$ cat config.mk
export PLATFORM = sky130hd
export DESIGN_NAME = q2e_cordic_cell
export DESIGN_NICKNAME = d
export VERILOG_FILES = /design/src/hw/rtl/q2e_pkg.sv /design/src/hw/rtl/q2e_cordic_cell.sv
export SDC_FILE = /design/constraint.sdc
export NUM_CORES = 1
export LEC_CHECK = 0
export BUFFER_PORTS_ARGS = -buffer_cell sky130_fd_sc_hd__buf_2
export CAP_MARGIN = 30
export CORE_MARGIN = 5
export CORE_UTILIZATION = 55
export CTS_CLUSTER_SIZE = 30
export DETAILED_ROUTE_END_ITERATION = 10
export GPL_TIMING_DRIVEN = 0
export PLACE_DENSITY = 0.8
export SLEW_MARGIN = 15
export SYNTH_ARGS = -nofsm -noshare
export SYNTH_HDL_FRONTEND = slang
export SYNTH_SLANG_ARGS = --single-unit
$ cat constraint.sdc
create_clock -name aclk -period 8.94 [get_ports aclk]
set_clock_uncertainty 0.1 [all_clocks]
set_input_delay 1.788 -clock aclk [delete_from_list [all_inputs] [get_ports aclk]]
set_output_delay 1.788 -clock aclk [all_outputs]
set_load 0.01 [all_outputs]
$ cat src/hw/rtl/q2e_pkg.sv
// shared types, widths and the arctangent table for the quaternion to euler converter
package q2e_pkg;

    localparam int PW        = 36;
    localparam int XW        = 38;
    localparam int ZW        = 28;
    localparam int RW        = 58;
    localparam int QW        = 29;
    localparam int MW        = 32;
    localparam int TABLE_LEN = 24;

    localparam logic signed [ZW-1:0] PI_ACC = 28'sd16777216;

    typedef struct packed {
        logic signed [PW-1:0] sr;
        logic signed [PW-1:0] cr;
        logic signed [PW-1:0] sy;
        logic signed [PW-1:0] cy;
        logic signed [PW-1:0] sp;
        logic                 clamp_pos;
        logic                 clamp_neg;
    } side_t;

    typedef struct packed {
        logic signed [XW-1:0] x;
        logic signed [XW-1:0] y;
        logic signed [ZW-1:0] z;
    } vec_t;

    typedef struct packed {
        logic zero_roll;
        logic zero_yaw;
        logic clamp_pos;
        logic clamp_neg;
    } tag_t;

    function automatic logic signed [ZW-1:0] atan_entry(input int idx);
        logic signed [ZW-1:0] r;
        unique case (idx)
            0:  r = 28'sd4194304;
            1:  r = 28'sd2476042;
            2:  r = 28'sd1308273;
            3:  r = 28'sd664100;
            4:  r = 28'sd333339;
            5:  r = 28'sd166832;
            6:  r = 28'sd83436;
            7:  r = 28'sd41721;
            8:  r = 28'sd20861;
            9:  r = 28'sd10430;
            10: r = 28'sd5215;
            11: r = 28'sd2608;
            12: r = 28'sd1304;
            13: r = 28'sd652;
            14: r = 28'sd326;
            15: r = 28'sd163;
            16: r = 28'sd81;
            17: r = 28'sd41;
            18: r = 28'sd20;
            19: r = 28'sd10;
            20: r = 28'sd5;
            21: r = 28'sd3;
            22: r = 28'sd1;
            23: r = 28'sd1;
            default: r = '0;
        endcase
        return r;
    endfunction

endpackage

$ cat src/hw/rtl/q2e_cordic_cell.sv
// one vectoring cordic micro-rotation stage
module q2e_cordic_cell #(
    parameter int STAGE = 0
) (
    input  logic          aclk,
    input  logic          en,
    input  q2e_pkg::vec_t vec_in,
    output q2e_pkg::vec_t vec_out
);

    q2e_pkg::vec_t        vec_next;
    q2e_pkg::vec_t        vec_reg;
    logic signed [q2e_pkg::XW-1:0] dx;
    logic signed [q2e_pkg::XW-1:0] dy;

    always_comb begin
        dx = vec_in.y >>> STAGE;
        dy = vec_in.x >>> STAGE;
        if (!vec_in.y[q2e_pkg::XW-1]) begin
            vec_next.x = vec_in.x + dx;
            vec_next.y = vec_in.y - dy;
            vec_next.z = vec_in.z + q2e_pkg::atan_entry(STAGE);
        end else begin
            vec_next.x = vec_in.x - dx;
            vec_next.y = vec_in.y + dy;
            vec_next.z = vec_in.z - q2e_pkg::atan_entry(STAGE);
        end
    end

    always_ff @(posedge aclk) begin
        if (en) begin
            vec_reg <= vec_next;
        end
    end

    assign vec_out = vec_reg;

endmodule

Word level (Yosys, flattened, before mapping)

Cells that the tools add are included.

Add/subtract/negate cells: 5
Multiplexer cells: 1

Operator list:

| cell                     | count |
|---|---|
| $mux W104                | 1 |
| $sub A38 B38 Y38         | 2 |
| $add A38 B38 Y38         | 1 |
| $add A28 B24 Y28 const B | 1 |
| $sub A28 B24 Y28 const B | 1 |

Register bits: 104
Output and inout bits: 104
Word-level logic and storage cells: 9

Longest topological paths before layout

Word-level depth: 2
Mapped depth: 13

Worst setup path after synthesis

Ideal clock, no wire load.

Path kind: input to register
From: input vec_in[28] (netlist bit)
To: register vec_reg (netlist bit vec_out[98]) (data pin)
Data arrival time: 4,146 ps
Data required time: 8,578 ps
Slack: 4,432 ps
Stages: 11
Buffers on the path: 0
Path through: ha_1 fa_1 nor3b_2 o31ai_1 a2bb2oi_1 a211oi_2 a211oi_4 a31oi_1 o31ai_2 a211oi_1 xnor2_1

RTL lines:

| element                | RTL line              | text |
|---|---|---|
| start: declaration     | q2e_cordic_cell.sv:7  | `input q2e_pkg::vec_t vec_in,` |
| end signal: assignment | q2e_cordic_cell.sv:32 | `vec_reg <= vec_next;` |
| end: declaration       | q2e_cordic_cell.sv:12 | `q2e_pkg::vec_t vec_reg;` |

==> results.sh <==
export IMPL_run_status="finished, final reports clean"
export IMPL_vias=9977
export IMPL_finalWorstPathRequiredPeriod_ns=5.28
export IMPL_htree_num_levels=3
export IMPL_port_buffers=209
export IMPL_postSynth_asyncResetShare=0
export IMPL_critical_path_slowest_cell="sky130_fd_sc_hd__o31ai_1"
export IMPL_synth_top_cells_by_area="sky130_fd_sc_hd__edfxtp_1 31%, sky130_fd_sc_hd__ha_1 15%, sky130_fd_sc_hd__a21oi_1 7.3%, sky130_fd_sc_hd__xnor2_1 6.2%, sky130_fd_sc_hd__inv_1 4.3%"
export IMPL_cts_root_buf="sky130_fd_sc_hd__clkbuf_16"
export IMPL_synth_cell_area_um2=10000
export IMPL_gr_total_overflow=0
export IMPL_irDropWorstVdd_uv=103
export IMPL_cell_total_after_placement=1598
export IMPL_criticalPathCategory="input port to register"
export IMPL_post_synth_most_frequent_cells="146 x sky130_fd_sc_hd__a21oi_1, 124 x sky130_fd_sc_hd__ha_1, 115 x sky130_fd_sc_hd__inv_1, 103 x sky130_fd_sc_hd__edfxtp_1, 95 x sky130_fd_sc_hd__nor2_1"
export IMPL_drt_pass1_iter_count=7
export IMPL_post_route_cells_drive_above_1_share=0.197
export IMPL_post_synth_top_area_fraction=0.308
export IMPL_ant_nets=0
export IMPL_routed_wirelength_um=34700
export IMPL_post_synthesis_sequential_element_count=103
export IMPL_synthFlopType="sky130_fd_sc_hd__edfxtp_1"
export IMPL_fin_setup_tns_ns=0
export IMPL_critical_path_required_ns=8.95
export IMPL_dp_hpwl_um=27700
export IMPL_cap_viol_max_count=0
export IMPL_yosys_warnings=0
export IMPL_pre_cts_slack_ns=3.43
export IMPL_worst_slew_pin_transition_ns=1.05
export IMPL_floorplan_die_width_um=145
export IMPL_setup_violations=0
export IMPL_power_sequential_fraction=0.367
export IMPL_finalHoldViolCount=0
export IMPL_p_comb_frac=0.401
export IMPL_top_level_ports=210
export IMPL_tritoncts="yes"
export IMPL_antenna_cells_inserted=0
export IMPL_worst_path_largest_cell_delay_ns=0.87
export IMPL_cts_hold_buf=0
export IMPL_p_sw_frac=0.382
export IMPL_crit_chain="buf_2 -> ha_1 -> fa_1 -> nor3b_2 -> nor3_1 -> nor3_1 -> o31ai_1 -> o311ai_0 -> o31ai_1 -> o21ai_0 -> a21oi_1 -> xnor2_1"
export IMPL_power_density_nw_per_um2=150
export IMPL_design_final_nets=1614
export IMPL_total_switching_power_w=0.000669
export IMPL_numClockSinks=103
export IMPL_fmaxAchievable_ghz=0.189
export IMPL_wire_length_of_the_first_global_routing_pass_um=53400
export IMPL_avgViaCountPerCell=6.18
export IMPL_final_slew_violations=0
export IMPL_timing_final_crit_share=0.591
export IMPL_cts_repair_resized=0
export IMPL_worst_slack_ns=3.66
export IMPL_die_area_um2=21000
export IMPL_hold_path_class="input port to register"
export IMPL_p_int_w=0.00108
export IMPL_seq_area_frac_synth=0.308
export IMPL_power_share_clock=0.231
export IMPL_critPathLaunchType="input port"
export IMPL_layout_filler_cells=1527
export IMPL_grt_setup_unrepaired="false"
export IMPL_synth_largest_area_cell="sky130_fd_sc_hd__edfxtp_1"
export IMPL_crit_fanout=4
export IMPL_fp_row_count=49
export IMPL_clk_pin_slew_ns=0.08
export IMPL_cell_leakage_power_nw=5.35
export IMPL_layout_area_overhead_vs_synth_pct=16.6
export IMPL_drc=0
export IMPL_initial_util=0.559
export IMPL_mapped_cells=1158
export IMPL_design_core_area_um2=18000
export IMPL_gr_usage_all_layers=0.314
export IMPL_grt_antenna_before_repair=0
export IMPL_cts_root_to_sink_buffers=2
export IMPL_synth_lib_cells_used_distinct=77
export IMPL_first_global_vias=9642
export IMPL_cts_post_setup_buffers_inserted=0
export IMPL_slew_headroom=0.298
export IMPL_drt_iter0_drc=1182
export IMPL_synth_edff_count=103
export IMPL_synthesis_nets=1392
export IMPL_worst_setup_path_end_kind="register"
export IMPL_final_cells=1614
export IMPL_largest_register_ffs=103
export IMPL_wire_per_inst_um=21.5
export IMPL_grt_start_max_net_pins=69
export IMPL_syn_avg_cell_area_um2=8.66
export IMPL_cts_buf_count=9
export IMPL_place_gp_congestion=1.03
export IMPL_crit_arrival_ns=5.29
export IMPL_floorplan_die_height_um=145
export IMPL_yosys_cell_count_top_type="sky130_fd_sc_hd__a21oi_1"
critical path, delay by kind of cell:
family,cells,cell delay (ns)
adders and majority gates,2,0.65
xor gates and xnor gates,1,0.12
AOI/OAI and AO/OA,5,2.04
buffers and inverters,1,0.12
and+or+nand+nor,3,0.58
through the flow:
stage	hold slack, ns	power [W]	instance area (um^2)	utilization
3_3_place_gp	1.86	0.00133	11400	0.633
4_1_cts	1.49	0.00175	11700	0.651
6_report	1.49	0.00175	11700	0.651
5_1_grt	1.49	0.00184	11700	0.651
2_1_floorplan	1.79	0.00108	10000	-
3_5_place_dp	1.87	0.00134	11400	0.635
power by group through the flow:
stage	clock network [W]	logic, W	registers, W
3_5_place_dp	0	0.000685	0.000655
6_report	0.000406	0.000704	0.000644
2_1_floorplan	0	0.000385	0.000698
5_1_grt	0.000430	0.000757	0.000651
4_1_cts	0.000411	0.000689	0.000645
3_3_place_gp	0	0.000676	0.000653
layout by cell type, fill, tap and decap left out, types with 32 or more instances in the layout:
cell type / instances
sky130_fd_sc_hd__buf_2: 224
sky130_fd_sc_hd__a21oi_1: 146
sky130_fd_sc_hd__ha_1: 124
sky130_fd_sc_hd__inv_1: 115
sky130_fd_sc_hd__edfxtp_1: 103
sky130_fd_sc_hd__nor2_1: 95
sky130_fd_sc_hd__xnor2_1: 71
sky130_fd_sc_hd__o21ai_0: 60
sky130_fd_sc_hd__nand2_1: 49
sky130_fd_sc_hd__a21o_1: 32
layout make-up:
cell class	count	area, um^2	area share
Clock buffer	9	225	0.0192
Multi-Input combinational cell	876	6240	0.533
Inverter	124	465	0.0398
Timing Repair Buffer	211	1090	0.0929
Buffer	55	238	0.0203
Clock inverter	7	70.1	0.00599
Sequential cell	103	3090	0.264
Tap cell	229	287	0.0245
logic make-up (layout without fill, tap and decap cells):
kind of cell | after synthesis | in the layout | synth area share
AOI/OAI and AO/OA | 382 | 382 | 0.246
xor gates and xnor gates | 76 | 76 | 0.0663
adders and majority gates | 128 | 128 | 0.163
buffers and inverters | 179 | 406 | 0.0701
DFF | 103 | 103 | 0.308
muxes | 15 | 15 | 0.0150
and+or+nand+nor | 275 | 275 | 0.132
final timing paths:
check	start	endpoint	slack (ns)	cells after the start
worst max-delay path	vec_in[28]	vec_out[88]	3.66	12
worst min-delay path	vec_in[10]	vec_out[10]	1.49	1
per-layer routing:
metal | up-vias | share of wire | global-route usage
met5 | - | 0 | 0
met4 | 0 | 0.042 | 0.127
met3 | 114 | 0.096 | 0.0574
met2 | 647 | 0.46 | 0.504
met1 | 4607 | 0.40 | 0.422
li1 | 4609 | - | -
(Power assumes the default switching activity.)
