**config.mk**
```make
export PLATFORM = sky130hd
export DESIGN_NAME = q2e_sqrt_cell
export DESIGN_NICKNAME = d
export VERILOG_FILES = /design/src/hw/rtl/q2e_pkg.sv /design/src/hw/rtl/q2e_sqrt_cell.sv
export SDC_FILE = /design/constraint.sdc
export NUM_CORES = 1
export LEC_CHECK = 0
export BUFFER_PORTS_ARGS = -buffer_cell sky130_fd_sc_hd__buf_2
export CAP_MARGIN = 40
export CORE_AREA = 2 2 237 239
export CTS_CLUSTER_SIZE = 16
export DETAILED_ROUTE_END_ITERATION = 16
export DIE_AREA = 0 0 239 241
export GPL_TIMING_DRIVEN = 0
export PLACE_DENSITY = 0.52
export REMOVE_ABC_BUFFERS = 1
export SYNTH_ARGS = -nofsm -noshare
export SYNTH_HDL_FRONTEND = slang
export SYNTH_SLANG_ARGS = --single-unit
```
**constraint.sdc**
```tcl
create_clock -name aclk -period 7.3 [get_ports aclk]
set_clock_uncertainty 0.2 [all_clocks]
set_input_delay 2.19 -clock aclk [delete_from_list [all_inputs] [get_ports aclk]]
set_output_delay 2.19 -clock aclk [all_outputs]
set_load 0.05 [all_outputs]
```
**src/hw/rtl/q2e_pkg.sv**
```systemverilog
// shared types, widths and the arctangent table for the quaternion to euler converter
package q2e_pkg;

    localparam int PW        = 36;
    localparam int XW        = 38;
    localparam int ZW        = 28;
    localparam int RW        = 58;
    localparam int QW        = 29;
    localparam int MW        = 32;
    localparam int TABLE_LEN = 24;

    localparam logic signed [ZW-1:0] PI_ACC = 28'sd16777216;

    typedef struct packed {
        logic signed [PW-1:0] sr;
        logic signed [PW-1:0] cr;
        logic signed [PW-1:0] sy;
        logic signed [PW-1:0] cy;
        logic signed [PW-1:0] sp;
        logic                 clamp_pos;
        logic                 clamp_neg;
    } side_t;

    typedef struct packed {
        logic signed [XW-1:0] x;
        logic signed [XW-1:0] y;
        logic signed [ZW-1:0] z;
    } vec_t;

    typedef struct packed {
        logic zero_roll;
        logic zero_yaw;
        logic clamp_pos;
        logic clamp_neg;
    } tag_t;

    function automatic logic signed [ZW-1:0] atan_entry(input int idx);
        logic signed [ZW-1:0] r;
        unique case (idx)
            0:  r = 28'sd4194304;
            1:  r = 28'sd2476042;
            2:  r = 28'sd1308273;
            3:  r = 28'sd664100;
            4:  r = 28'sd333339;
            5:  r = 28'sd166832;
            6:  r = 28'sd83436;
            7:  r = 28'sd41721;
            8:  r = 28'sd20861;
            9:  r = 28'sd10430;
            10: r = 28'sd5215;
            11: r = 28'sd2608;
            12: r = 28'sd1304;
            13: r = 28'sd652;
            14: r = 28'sd326;
            15: r = 28'sd163;
            16: r = 28'sd81;
            17: r = 28'sd41;
            18: r = 28'sd20;
            19: r = 28'sd10;
            20: r = 28'sd5;
            21: r = 28'sd3;
            22: r = 28'sd1;
            23: r = 28'sd1;
            default: r = '0;
        endcase
        return r;
    endfunction

endpackage

```
**src/hw/rtl/q2e_sqrt_cell.sv**
```systemverilog
// one digit cell of the pipelined integer square root, carrying the angle operands along
module q2e_sqrt_cell (
    input  logic                      aclk,
    input  logic                      en,
    input  logic [q2e_pkg::MW-1:0]    rem_in,
    input  logic [q2e_pkg::QW-1:0]    root_in,
    input  logic [q2e_pkg::RW-1:0]    rad_in,
    input  q2e_pkg::side_t            side_in,
    output logic [q2e_pkg::MW-1:0]    rem_out,
    output logic [q2e_pkg::QW-1:0]    root_out,
    output logic [q2e_pkg::RW-1:0]    rad_out,
    output q2e_pkg::side_t            side_out
);

    logic [q2e_pkg::MW-1:0] r2;
    logic [q2e_pkg::MW-1:0] trial;
    logic                   ge;
    logic [q2e_pkg::MW-1:0] rem_next;
    logic [q2e_pkg::QW-1:0] root_next;
    logic [q2e_pkg::RW-1:0] rad_next;
    logic [q2e_pkg::MW-1:0] rem_reg;
    logic [q2e_pkg::QW-1:0] root_reg;
    logic [q2e_pkg::RW-1:0] rad_reg;
    q2e_pkg::side_t         side_reg;

    always_comb begin
        r2        = {rem_in[q2e_pkg::MW-3:0], rad_in[q2e_pkg::RW-1 -: 2]};
        trial     = q2e_pkg::MW'({root_in, 2'b01});
        ge        = (r2 >= trial);
        rem_next  = ge ? (r2 - trial) : r2;
        root_next = {root_in[q2e_pkg::QW-2:0], ge};
        rad_next  = {rad_in[q2e_pkg::RW-3:0], 2'b00};
    end

    always_ff @(posedge aclk) begin
        if (en) begin
            rem_reg  <= rem_next;
            root_reg <= root_next;
            rad_reg  <= rad_next;
            side_reg <= side_in;
        end
    end

    assign rem_out  = rem_reg;
    assign root_out = root_reg;
    assign rad_out  = rad_reg;
    assign side_out = side_reg;

endmodule

```
# Word-level counts from Yosys, hierarchy flattened
# Cells that the tools add are included.
# totals
register_bits	299
input_bits	303
out_inout_bits	301
wordCells	13
# op_classes
n_addsub	1
n_lt_le_gt_ge	1
mux	1
# op_table
op	n
32-bit by 31-bit >= comparator with 1-bit output	1
32-bit 2-to-1 mux	1
32-bit by 31-bit subtractor with 32-bit output	1

# Depth between registers and ports, before layout
# depth
word_depth	2
mapped_depth	11
ltp_nobuf	10

# Worst setup path before layout
# No wires, ideal clock.
# synth_path
kind	input port to flip-flop
startpoint	in root_in[12] in the netlist's numbering
endpoint	reg rem_reg, in the netlist rem_out[30], data pin
setup_ps	260
arrival_ps	4173
required_ps	6840
slack_ps	2667
cell_stages	10
n_path_buf	2
cell_sequence	inv_1 -> ha_1 -> buf_2 -> nand4_1 -> or4_1 -> o211ai_1 -> o221ai_2 -> nand2_4 -> buf_6 -> mux2_2
# synth_via
elab_chain_len	2
word_cells_on_any_way	3
classes_between	add/sub (1); order compare (1); mux (1)
# synth_rtl
element	line	rtl
start: declaration	q2e_sqrt_cell.sv:6	input logic [q2e_pkg::QW-1:0] root_in,
32-bit by 31-bit subtractor with 32-bit output or 32-bit by 31-bit >= comparator with 1-bit output (tied branches)	q2e_sqrt_cell.sv:30, q2e_sqrt_cell.sv:29	
32-bit 2-to-1 mux *	q2e_sqrt_cell.sv:30	rem_next = ge ? (r2 - trial) : r2;
named net rem_next (one bit)	q2e_sqrt_cell.sv:18	logic [q2e_pkg::MW-1:0] rem_next;
end signal: assignment	q2e_sqrt_cell.sv:37	rem_reg <= rem_next;
end: declaration	q2e_sqrt_cell.sv:21	logic [q2e_pkg::MW-1:0] rem_reg;
# The timed path passes the listed nets; every way through them passes the cells marked *.
# A chain may end at the register's enable or synchronous reset.

# Final worst setup path
# layout_path
startpoint	in root_in[13] in the netlist's numbering
endpoint	reg rem_reg, in the netlist rem_out[7], data pin
# layout_via
elab_chain_len	2
# layout_rtl
element	line	rtl
32-bit by 31-bit >= comparator with 1-bit output	q2e_sqrt_cell.sv:29	ge = (r2 >= trial);
32-bit 2-to-1 mux	q2e_sqrt_cell.sv:30	
named net rem_next (one bit)	q2e_sqrt_cell.sv:18	
# The timed path passes the listed nets, and every way through them passes these cells.

==> flow_metrics.tcl <==
set metrics [dict create \
    status "finished, final reports clean" \
    cp-startpoint "root_in[13]" \
    setup_viol 0 \
    postCtsHoldBufs 0 \
    grt_util_all_layers 0.140 \
    io_pins 604 \
    tightest_slew_ns 0.709 \
    wl_um 43600 \
    seq_area_sq_um 8980 \
    cts_buffers 37 \
    async_flop_share 0 \
    ys_types 56 \
    drive_above_1_share 0.519 \
    drtAntennaViolNets 0 \
    synthDominantCellAreaShare 0.800 \
    port_buffers 599 \
    leakagePower_nw 6.95 \
    rows 86 \
    drv_slew 0 \
    synth.area.top_cells "edfxtp_1 (80%), ha_1 (3.5%), a21oi_1 (2.5%), inv_1 (1.3%), nor2_1 (1.2%)" \
    core_area_sq_um 54900 \
    grt_max_degree 128 \
    place_congestion 0.836 \
    ys_warn_count 0 \
    vias 8137 \
    synth_flop_cell "edfxtp_1" \
    crit_fanout 52 \
    drt-pass1-iter-count 4 \
    drt_first_iter_violations 407 \
    crit_chain "buf_2 -> inv_1 -> ha_1 -> nand4_1 -> or4_1 -> o211ai_1 -> o221ai_2 -> nand2_4 -> mux2_2" \
    die-area_sq_um 57600 \
    synth_area_sq_um 11200 \
    worstHoldEndpoint "side_out[24]$_DFFE_PP_" \
    yosysMostFrequentCell "edfxtp_1" \
    setup_slack_ns 2.44 \
    area_growth_pct 45.3 \
    power.density_nw_per_um2 307 \
    hp-start "side_in[24]" \
    start_util 0.205 \
    rsz0062_at_grt "no" \
    ys_ff_latch 299 \
    dp_hpwl_um 34400 \
    min_period_ns 4.86 \
    antenna_found_initial 19 \
    cts-resized-gates 0 \
    dp_slack_ns 1.78 \
    die_h_um 241 \
    crit_arrival_ns 4.95 \
    nNetsFinal 1601 \
    start_kind "input pin" \
    setup_tns_ns 0 \
    synth_edf_count 299 \
    dieWidth_um 239 \
    worstSetupPathType "in -> reg" \
    grt_pass1_wl_um 57500 \
    synthTopCellsByCount "edfxtp_1 (299), a21oi_1 (55), inv_1 (38)" \
    seq_area_frac_synth 0.800 \
    cts_sinks 299 \
    grt_overflow 0 \
    peakVddDrop_uv 159 \
    holdPathStages 1 \
    syn_area_per_cell_sq_um 17.5 \
    slowest_stage "or4_1" \
    multiInputGateArea_sq_um 2030 \
    drc 0 \
    required_ns 7.39 \
    root_buffer "clkbuf_16" \
    cts.path.max_buffers 3 \
    fmax_ghz 0.206 \
    max_slew_margin 0.528 \
    clkSlewWorstSetupHoldPaths_ns 0.06 \
    fin_crit_sh 0.666 \
    drv_cap 0 \
    post_drt_wl_per_cell_um 21.8 \
    hold_viol 0 \
    viasPerCell 4.07 \
    critPathCaptureType "register" \
    critPathMaxStageDelay_ns 0.67 \
    fin_hold_ws_ns 1.62 \
    synthCells 640 \
    fillerInstances 5606 \
    cts_tree "yes" \
    post_cts_buffers 0 \
    htreeDepth 2 \
    grt_pass1_vias 8150 \
    synth_top_cell_by_area "edfxtp_1" \
    hp-class "in -> reg" \
]
==> worst max path at each step <==
| stage | to | slack [ns] | cells past startpoint |
|---|---|---|---|
| 4_1_cts | rem_out[29]$_DFFE_PP_ | 2.36 | 11 |
| 2_1_floorplan | rem_out[20]$_DFFE_PP_ | 2.51 | 7 |
| 6_report | rem_out[7]$_DFFE_PP_ | 2.44 | 9 |
| 5_1_grt | rem_out[28]$_DFFE_PP_ | 2.18 | 9 |
| 3_3_place_gp | root_out[3]$_DFFE_PP_ | -0.61 | 1 |
| 3_5_place_dp | rem_out[29]$_DFFE_PP_ | 1.78 | 11 |
==> layout make-up <==
type / count / share of cell area
Sequential cell: 299 / 0.550
Clock inverter: 18 / 0.0136
Clock buffer: 48 / 0.0606
Timing Repair Buffer: 601 / 0.188
Antenna cell: 3 / 0.000460
Tap cell: 704 / 0.0540
Multi-Input combinational cell: 290 / 0.125
Inverter: 38 / 0.00874
==> worst max-delay path, delay by kind of cell <==
kind / cells / cell delay (ns)
muxes: 1 / 0.40
buffers and inverters: 2 / 0.13
AOI/OAI and AO/OA: 2 / 0.34
adders and majority gates: 1 / 0.40
and+or+nand+nor: 3 / 1.45
==> layer usage <==
metal	global-route usage	part of all wire	vias up
met2	0.240	0.49	325
met3	0.0565	0.091	93
met1	0.155	0.37	3975
li1	-	-	3716
met5	0	0.0039	-
met4	0.0581	0.045	28
==> per-stage QoR <==
step,instances,total power [mW],util,instance area [sq um]
floorplan,627,2.84,-,11200
global placement,1930,3.21,0.274,15000
detailed placement,1932,3.20,0.275,15100
CTS,1998,5.10,0.297,16300
global route,1999,5.21,0.297,16300
finish,2001,5.01,0.297,16300
==> layout by cell type (no fill, tap or decap), types with 4 or more instances in the layout <==
cell type	n
nand4_1	6
edfxtp_1	299
o21ai_0	10
nor3_1	8
and3_1	4
xnor2_1	14
bufinv_16	4
nand2b_1	5
xor2_1	13
buf_2	598
nand2_1	20
nand3_1	8
clkbuf_1	10
mux2_2	6
nor2_1	36
a21o_1	14
ha_1	31
inv_1	38
clkbuf_16	38
o21bai_1	5
clkinv_1	6
a21oi_1	55
==> power breakdown <==
part           total (mW)  internal, mW  leakage [nW]  switching, mW
sequential           2.10          2.06          2.93         0.0377
clock                1.85          1.11         0.579          0.748
combinational        1.05         0.243          3.44          0.810
total                5.01          3.41          6.95           1.60
==> cell families (layout without fill, tap and decap cells) <==
group                      after synthesis  in the layout  share of synthesized area
DFF                                    299            299                      0.800
AOI/OAI and AO/OA                      118            118                     0.0706
and+or+nand+nor                        103            103                     0.0451
buffers and inverters                   52            705                     0.0194
adders and majority gates               31             31                     0.0346
xor gates and xnor gates                27             27                     0.0211
muxes                                    9              9                    0.00903
other                                    1              5                   0.000334
==> registers in the layout, indices dropped and copies added, names as in the netlist <==
signal    flops
rem_out      32
side_out    182
rad_out      56
root_out     29
Note: power is estimated with default switching activity, not from simulation.
